## src/hdl/prd_pkg.sv

```systemverilog
`default_nettype none

package prd_pkg;

    localparam int ANGLE_WIDTH  = 16;
    localparam int TABLE_LEN    = 91;
    localparam int DEG_FULL     = 360;
    // angle + 2^15 is 8 above a multiple of 360; adding 352 keeps the residue
    localparam int MOD_OFFSET   = 352;
    localparam int MOD_RECIP    = 46604;
    localparam int MOD_SHIFT    = 24;
    localparam int PIPE_LATENCY = 5;

    localparam logic [63:0] PI_Q30 = 64'd3373259426;

    // sin(k degrees) in Q30 by an integer Taylor series; elaboration only
    function automatic logic [63:0] sine_q30(input logic [6:0] k);
        logic        [63:0] th;
        logic        [63:0] th2;
        logic        [63:0] term;
        logic signed [63:0] acc;
        th   = (64'(k) * PI_Q30 + 64'd90) / 64'd180;
        th2  = (th * th) >> 30;
        term = th;
        acc  = $signed(th);
        // twelve terms, each divided by (2n)(2n+1), alternating sign
        term = ((term * th2) >> 30) / 64'd6;
        acc  = acc - $signed(term);
        term = ((term * th2) >> 30) / 64'd20;
        acc  = acc + $signed(term);
        term = ((term * th2) >> 30) / 64'd42;
        acc  = acc - $signed(term);
        term = ((term * th2) >> 30) / 64'd72;
        acc  = acc + $signed(term);
        term = ((term * th2) >> 30) / 64'd110;
        acc  = acc - $signed(term);
        term = ((term * th2) >> 30) / 64'd156;
        acc  = acc + $signed(term);
        term = ((term * th2) >> 30) / 64'd210;
        acc  = acc - $signed(term);
        term = ((term * th2) >> 30) / 64'd272;
        acc  = acc + $signed(term);
        term = ((term * th2) >> 30) / 64'd342;
        acc  = acc - $signed(term);
        term = ((term * th2) >> 30) / 64'd420;
        acc  = acc + $signed(term);
        term = ((term * th2) >> 30) / 64'd506;
        acc  = acc - $signed(term);
        term = ((term * th2) >> 30) / 64'd600;
        acc  = acc + $signed(term);
        if (acc < 0) begin
            acc = '0;
        end
        return $unsigned(acc);
    endfunction

endpackage

`default_nettype wire

```

## src/hdl/point_rotation_by_degrees_core.sv

```systemverilog
// Channel  | Handshake        | Ports
// ---------+------------------+-------------------------------------
// item in  | start && !busy   | i_x_in, i_y_in, i_angle_deg
// item out | o_done (1 cycle) | o_x_out, o_y_out
//
// Five-stage pipeline: input register, angle reduction, sine/cosine lookup,
// four products, and sum and round into the result register. One item per cycle.
// busy stays low; the pipeline never holds and the receiver cannot stall.
// Reset clears only the stage valid bits.
`default_nettype none

module point_rotation_by_degrees_core
    import prd_pkg::*;
#(
    parameter int COORD_WIDTH   = 16,
    parameter int FRACTION_BITS = 16
) (
    input  wire logic                          i_clk,
    input  wire logic                          i_rst_n,
    input  wire logic                          start,
    output logic                               busy,
    input  wire logic signed [COORD_WIDTH-1:0] i_x_in,
    input  wire logic signed [COORD_WIDTH-1:0] i_y_in,
    input  wire logic signed [ANGLE_WIDTH-1:0] i_angle_deg,
    output logic                               o_done,
    output logic signed [COORD_WIDTH:0]        o_x_out,
    output logic signed [COORD_WIDTH:0]        o_y_out
);

    localparam int CW = FRACTION_BITS + 2;              // signed sin/cos
    localparam int PW = COORD_WIDTH + FRACTION_BITS + 2; // product
    localparam int AW = PW + 1;                         // sum

    typedef logic [FRACTION_BITS:0] t_tab [TABLE_LEN];

    function automatic t_tab build_tab();
        t_tab        tab;
        logic [63:0] s;
        logic [63:0] r;
        for (int k = 0; k < TABLE_LEN; k++) begin
            s = sine_q30(7'(k));
            r = (s + (64'd1 << (29 - FRACTION_BITS))) >> (30 - FRACTION_BITS);
            if (r > (64'd1 << FRACTION_BITS)) begin
                r = 64'd1 << FRACTION_BITS;
            end
            tab[k] = r[FRACTION_BITS:0];
        end
        tab[0]             = '0;
        tab[TABLE_LEN - 1] = {1'b1, {FRACTION_BITS{1'b0}}};
        return tab;
    endfunction

    localparam t_tab SIN_TAB = build_tab();

    // stage 0: input register
    logic                          r_v0;
    logic signed [COORD_WIDTH-1:0] r_x0, r_y0;
    logic        [ANGLE_WIDTH-1:0] r_a0;
    // stage 1: reduced angle
    logic                          r_v1;
    logic signed [COORD_WIDTH-1:0] r_x1, r_y1;
    logic        [8:0]             r_a1;
    // stage 2: sine and cosine
    logic                          r_v2;
    logic signed [COORD_WIDTH-1:0] r_x2, r_y2;
    logic signed [CW-1:0]          r_s2, r_c2;
    // stage 3: products
    logic                          r_v3;
    logic signed [PW-1:0]          r_xc3, r_ys3, r_yc3, r_xs3;

    logic        [16:0] n_u;
    logic        [32:0] n_prod;
    logic        [7:0]  n_q;
    logic        [16:0] n_rem;
    logic        [8:0]  n_a1;
    logic        [8:0]  n_is, n_ic;
    logic               n_neg_s, n_neg_c;
    logic signed [CW-1:0] n_s2, n_c2;
    logic signed [AW-1:0] n_accx, n_accy, n_sumx, n_sumy;

    assign busy = 1'b0;

    // angle mod 360 by reciprocal multiply and one correction
    always_comb begin
        n_u    = {1'b0, ~r_a0[ANGLE_WIDTH-1], r_a0[ANGLE_WIDTH-2:0]} + 17'(MOD_OFFSET);
        n_prod = 33'(n_u) * 33'(MOD_RECIP);
        n_q    = n_prod[MOD_SHIFT +: 8];
        n_rem  = n_u - 17'(n_q * 17'(DEG_FULL));
        if (n_rem >= 17'(DEG_FULL)) begin
            n_rem = n_rem - 17'(DEG_FULL);
        end
        n_a1 = n_rem[8:0];
    end

    // quadrant fold onto the quarter-wave table
    always_comb begin
        if (r_a1 <= 9'd90) begin
            n_is = r_a1;           n_ic = 9'd90 - r_a1;
            n_neg_s = 1'b0;        n_neg_c = 1'b0;
        end else if (r_a1 <= 9'd180) begin
            n_is = 9'd180 - r_a1;  n_ic = r_a1 - 9'd90;
            n_neg_s = 1'b0;        n_neg_c = 1'b1;
        end else if (r_a1 <= 9'd270) begin
            n_is = r_a1 - 9'd180;  n_ic = 9'd270 - r_a1;
            n_neg_s = 1'b1;        n_neg_c = 1'b1;
        end else begin
            n_is = 9'd360 - r_a1;  n_ic = r_a1 - 9'd270;
            n_neg_s = 1'b1;        n_neg_c = 1'b0;
        end
        n_s2 = $signed({1'b0, SIN_TAB[n_is[6:0]]});
        n_c2 = $signed({1'b0, SIN_TAB[n_ic[6:0]]});
        if (n_neg_s) begin
            n_s2 = -n_s2;
        end
        if (n_neg_c) begin
            n_c2 = -n_c2;
        end
    end

    // round to nearest, ties away from zero: (acc + half - neg) >>> F
    always_comb begin
        n_accx = AW'(r_xc3) + AW'(r_ys3);
        n_accy = AW'(r_yc3) - AW'(r_xs3);
        n_sumx = n_accx + AW'(signed'({1'b0, 1'b1, {(FRACTION_BITS-1){1'b0}}}))
                 - AW'(signed'({1'b0, n_accx[AW-1]}));
        n_sumy = n_accy + AW'(signed'({1'b0, 1'b1, {(FRACTION_BITS-1){1'b0}}}))
                 - AW'(signed'({1'b0, n_accy[AW-1]}));
    end

    always_ff @(posedge i_clk) begin
        if (!i_rst_n) begin
            r_v0   <= 1'b0;
            r_v1   <= 1'b0;
            r_v2   <= 1'b0;
            r_v3   <= 1'b0;
            o_done <= 1'b0;
        end else begin
            r_v0   <= start && !busy;
            r_v1   <= r_v0;
            r_v2   <= r_v1;
            r_v3   <= r_v2;
            o_done <= r_v3;
        end
        r_x0  <= i_x_in;
        r_y0  <= i_y_in;
        r_a0  <= i_angle_deg;
        r_x1  <= r_x0;
        r_y1  <= r_y0;
        r_a1  <= n_a1;
        r_x2  <= r_x1;
        r_y2  <= r_y1;
        r_s2  <= n_s2;
        r_c2  <= n_c2;
        r_xc3 <= PW'(r_x2) * PW'(r_c2);
        r_ys3 <= PW'(r_y2) * PW'(r_s2);
        r_yc3 <= PW'(r_y2) * PW'(r_c2);
        r_xs3 <= PW'(r_x2) * PW'(r_s2);
        o_x_out <= n_sumx[FRACTION_BITS +: COORD_WIDTH + 1];
        o_y_out <= n_sumy[FRACTION_BITS +: COORD_WIDTH + 1];
    end

endmodule

`default_nettype wire

```

## config.mk

```make
export PLATFORM = sky130hd
export DESIGN_NAME = point_rotation_by_degrees_core
export DESIGN_NICKNAME = d
export VERILOG_FILES = /design/src/hdl/prd_pkg.sv /design/src/hdl/point_rotation_by_degrees_core.sv
export SDC_FILE = /design/constraint.sdc
export NUM_CORES = 2
export LEC_CHECK = 0
export BUFFER_PORTS_ARGS = -buffer_cell sky130_fd_sc_hd__buf_2
export CORE_MARGIN = 2
export CORE_UTILIZATION = 68
export CTS_BUF_LIST = sky130_fd_sc_hd__clkbuf_4 sky130_fd_sc_hd__clkbuf_8
export DETAILED_ROUTE_END_ITERATION = 10
export PLACE_DENSITY = 0.93
export SYNTH_ARGS = -nofsm -noshare
export SYNTH_HDL_FRONTEND = slang
export SYNTH_SLANG_ARGS = --single-unit
```

## constraint.sdc

```tcl
create_clock -name i_clk -period 13.3 [get_ports i_clk]
set_clock_uncertainty 0.05 [all_clocks]
set_input_delay 3.325 -clock i_clk [delete_from_list [all_inputs] [get_ports i_clk]]
set_output_delay 3.325 -clock i_clk [all_outputs]
set_load 0.05 [all_outputs]
```

==> impl_metrics.json <==
{
  "fin_tns_setup_ns": 0,
  "synth_nets": 9488,
  "antenna_found_initial": 7,
  "timing.final.crit_share_pct": 95.1,
  "wl_per_cell_um": 20.8,
  "crit_path_frequent_cell": "fa_1",
  "cts.sinks": 332,
  "max_stage_delay_ns": 0.66,
  "tritoncts": "built",
  "vias_per_cell": 6.25,
  "critPathMaxFanout": 7,
  "htreeDepth": 3,
  "worstPathArrival_ns": 13.23,
  "ys.flop_type": "dfxtp_1",
  "outcome": "complete, but fails checks",
  "fmaxAchievable_ghz": 0.0791,
  "cp-startpoint": "r_a0[5]",
  "syn_to_final_growth_pct": 4.50,
  "violations": "DRC",
  "io_pins": 87,
  "hold_viol": 0,
  "min_path_cells": 0,
  "grt_pass1_wl_um": 300000,
  "synth_edf_count": 0,
  "min_from": "r_x1[7]",
  "dieArea_um2": 101000,
  "vias": 55100,
  "clk_latency_ns": 0.78,
  "worst-r2r-setup-slack_ns": 0.66,
  "slew_headroom_pct": 29.4,
  "drt_iter0_markers": 6138,
  "hp-class": "reg -> reg",
  "cts_made_buffers": 69,
  "grt_usage_pct": 37.1,
  "worstHoldEndpoint": "r_x2[7]",
  "grt_pass1_vias": 60200,
  "synth-seq-cells": 332,
  "hold_buffers": 0,
  "clk_pin_slew_ns": 0.06,
  "reg2reg_depth": 47,
  "drtPass1Iterations": 11,
  "portBuffers": 85,
  "nNetsFinal": 9393,
  "synth_warnings": 0,
  "drc": 3,
  "worstReg2RegEnd": "r_a1[6]",
  "tightest_slew_ns": 1.06,
  "ys_async_sr_fraction_pct": 0,
  "numPlacedInstances": 8692,
  "die_w_um": 318,
  "synth_cell_types": 114,
  "instances_no_fill": 8825,
  "root_buffer": "clkbuf_8",
  "max-cap-violations": 0,
  "core_um2": 98000,
  "syn-instance-count": 7571,
  "clockBufferDepth": 3,
  "die_h_um": 318,
  "wirelength_um": 184000,
  "end_kind": "flip-flop",
  "crit_slowest_cell": "a2111oi_1",
  "ant_nets": 0,
  "avgSynthCellArea_um2": 8.85,
  "grt_remaining_overflow": 0,
  "yosysSeqAreaShare_pct": 9.92,
  "critPathKind": "reg -> reg",
  "r2r_start": "r_a0[5]",
  "finalSetupViolCount": 0,
  "critPathRequiredTime_ns": 13.88,
  "min_period_ns": 12.64,
  "crit_path_start_kind": "flip-flop",
  "slew_violations": 0,
  "grt_max_degree": 62,
  "syn_area_um2": 67000,
  "dp_hpwl_um": 134000,
  "drive_gt1_share_pct": 5.26,
  "gp_congestion": 0.945,
  "rows": 115,
  "start_util_pct": 68.4
}
[worst max-delay path: cells and delay by family (launching register included)]
| family | cells | cell delay, ns |
|---|---|---|
| simple gates | 9 | 2.15 |
| buf+inv | 6 | 0.57 |
| flops | 1 | 0.37 |
| fa+ha+maj | 13 | 5.43 |
| xor+xnor | 3 | 0.41 |
| compound gates | 16 | 3.54 |
[metal layers]
metal  part of all wire, %  track usage [%]
met5                 0.020                0
met2                    46             59.2
met4                   8.6             27.5
met3                    11             9.04
met1                    34             43.7
[synthesized netlist by cell type (all sizes together) (82+ instances only)]
master	n	area share, %
and2	488	4.6
xor2	95	1.2
nor2	237	1.3
buf	82	0.60
xnor2	232	3.0
dfxtp	332	9.9
ha	642	12
nand2b	99	0.92
nand2	813	4.6
fa	1224	37
inv	1492	8.4
clkbuf	270	1.5
nor3	97	0.74
a21o	117	1.3
o21ai	217	1.6
nand3	94	0.71
a21oi	316	2.4
[worst max-delay path by stage]
stage | endpoint | slack (ns) | cells after the start
finish | r_a1[6] | 0.66 | 47
global route | r_a1[7] | -0.06 | 47
CTS | r_a1[6] | 0.48 | 47
detailed placement | r_a1[6] | 0.53 | 47
global placement | r_a1[6] | 0.81 | 47
floorplan | r_a1[6] | 1.78 | 45
[logic make-up after synthesis]
family / count (synthesis) / synth area share (%)
buf+inv: 1847 / 10.5
fa+ha+maj: 1871 / 48.6
mux: 20 / 0.340
compound gates: 1140 / 11.3
simple gates: 2031 / 14.9
xor+xnor: 329 / 4.35
other cells: 1 / 0.00560
flops: 332 / 9.92
[placed cells by master (no fill, tap or decap), types with 22 or more instances in the layout]
cell / Yosys / final
dfxtp_1: 332 / 326
o211ai_1: 38 / 38
nand4_1: 24 / 24
a21oi_1: 315 / 314
nor3_1: 95 / 94
xnor2_1: 231 / 229
a211oi_1: 47 / 47
buf_4: 5 / 101
fa_1: 1224 / 1224
nor2b_1: 41 / 41
nand2b_1: 99 / 99
o21ai_0: 208 / 208
o21bai_1: 37 / 37
nand3_1: 93 / 93
inv_1: 1489 / 1489
xor2_1: 95 / 95
a31oi_1: 54 / 54
and3_1: 33 / 33
or3_1: 22 / 22
o21a_1: 49 / 49
and2_1: 486 / 486
nor2_1: 235 / 235
clkbuf_8: 0 / 83
buf_2: 40 / 85
a21o_1: 117 / 117
ha_1: 642 / 642
nand2_1: 811 / 811
[repair_timing]
item,in CTS,in global routing
gates resized for setup,0,2
endpoints found under the setup margin,0,6
buffers inserted,0,0
[registers in the layout, summed over array words and instances (netlist names)]
register,flops
r_a1,9
r_v0,1
r_x2,16
r_a0,16
r_v2,1
r_ys3,34
r_y0,16
o_y_out,17
r_v1,1
r_y1,16
o_done,1
r_xc3,34
r_x0,16
r_v3,1
r_xs3,34
r_y2,16
r_yc3,34
r_x1,16
r_c2,18
r_s2,18
o_x_out,17
[per-stage QoR]
stage	instance area, µm²	hold slack, ns	utilization [%]	setup slack (ns)
after global routing	70000	0.271	71.4	-0.0555
final	70000	0.266	71.4	0.655
after detailed placement	68400	0.262	69.8	0.530
after global placement	68400	0.260	69.8	0.813
after CTS	70000	0.269	71.4	0.481
after floorplan	67000	0.260	-	1.78
[area by class of cell]
type | instances | area (µm²)
fillers | 6441 | 28000
clock inverters | 31 | 337
flip-flops and latches | 332 | 6650
repair buffers | 186 | 1180
diodes | 6 | 15.0
multi-input cells | 5392 | 53400
well taps | 1287 | 1610
clock buffers | 96 | 1240
inverters | 1495 | 5610
Power is left out: the tool's default activity adds up to more than one toggle a clock period on the data nets, which glitch-free logic cannot reach.
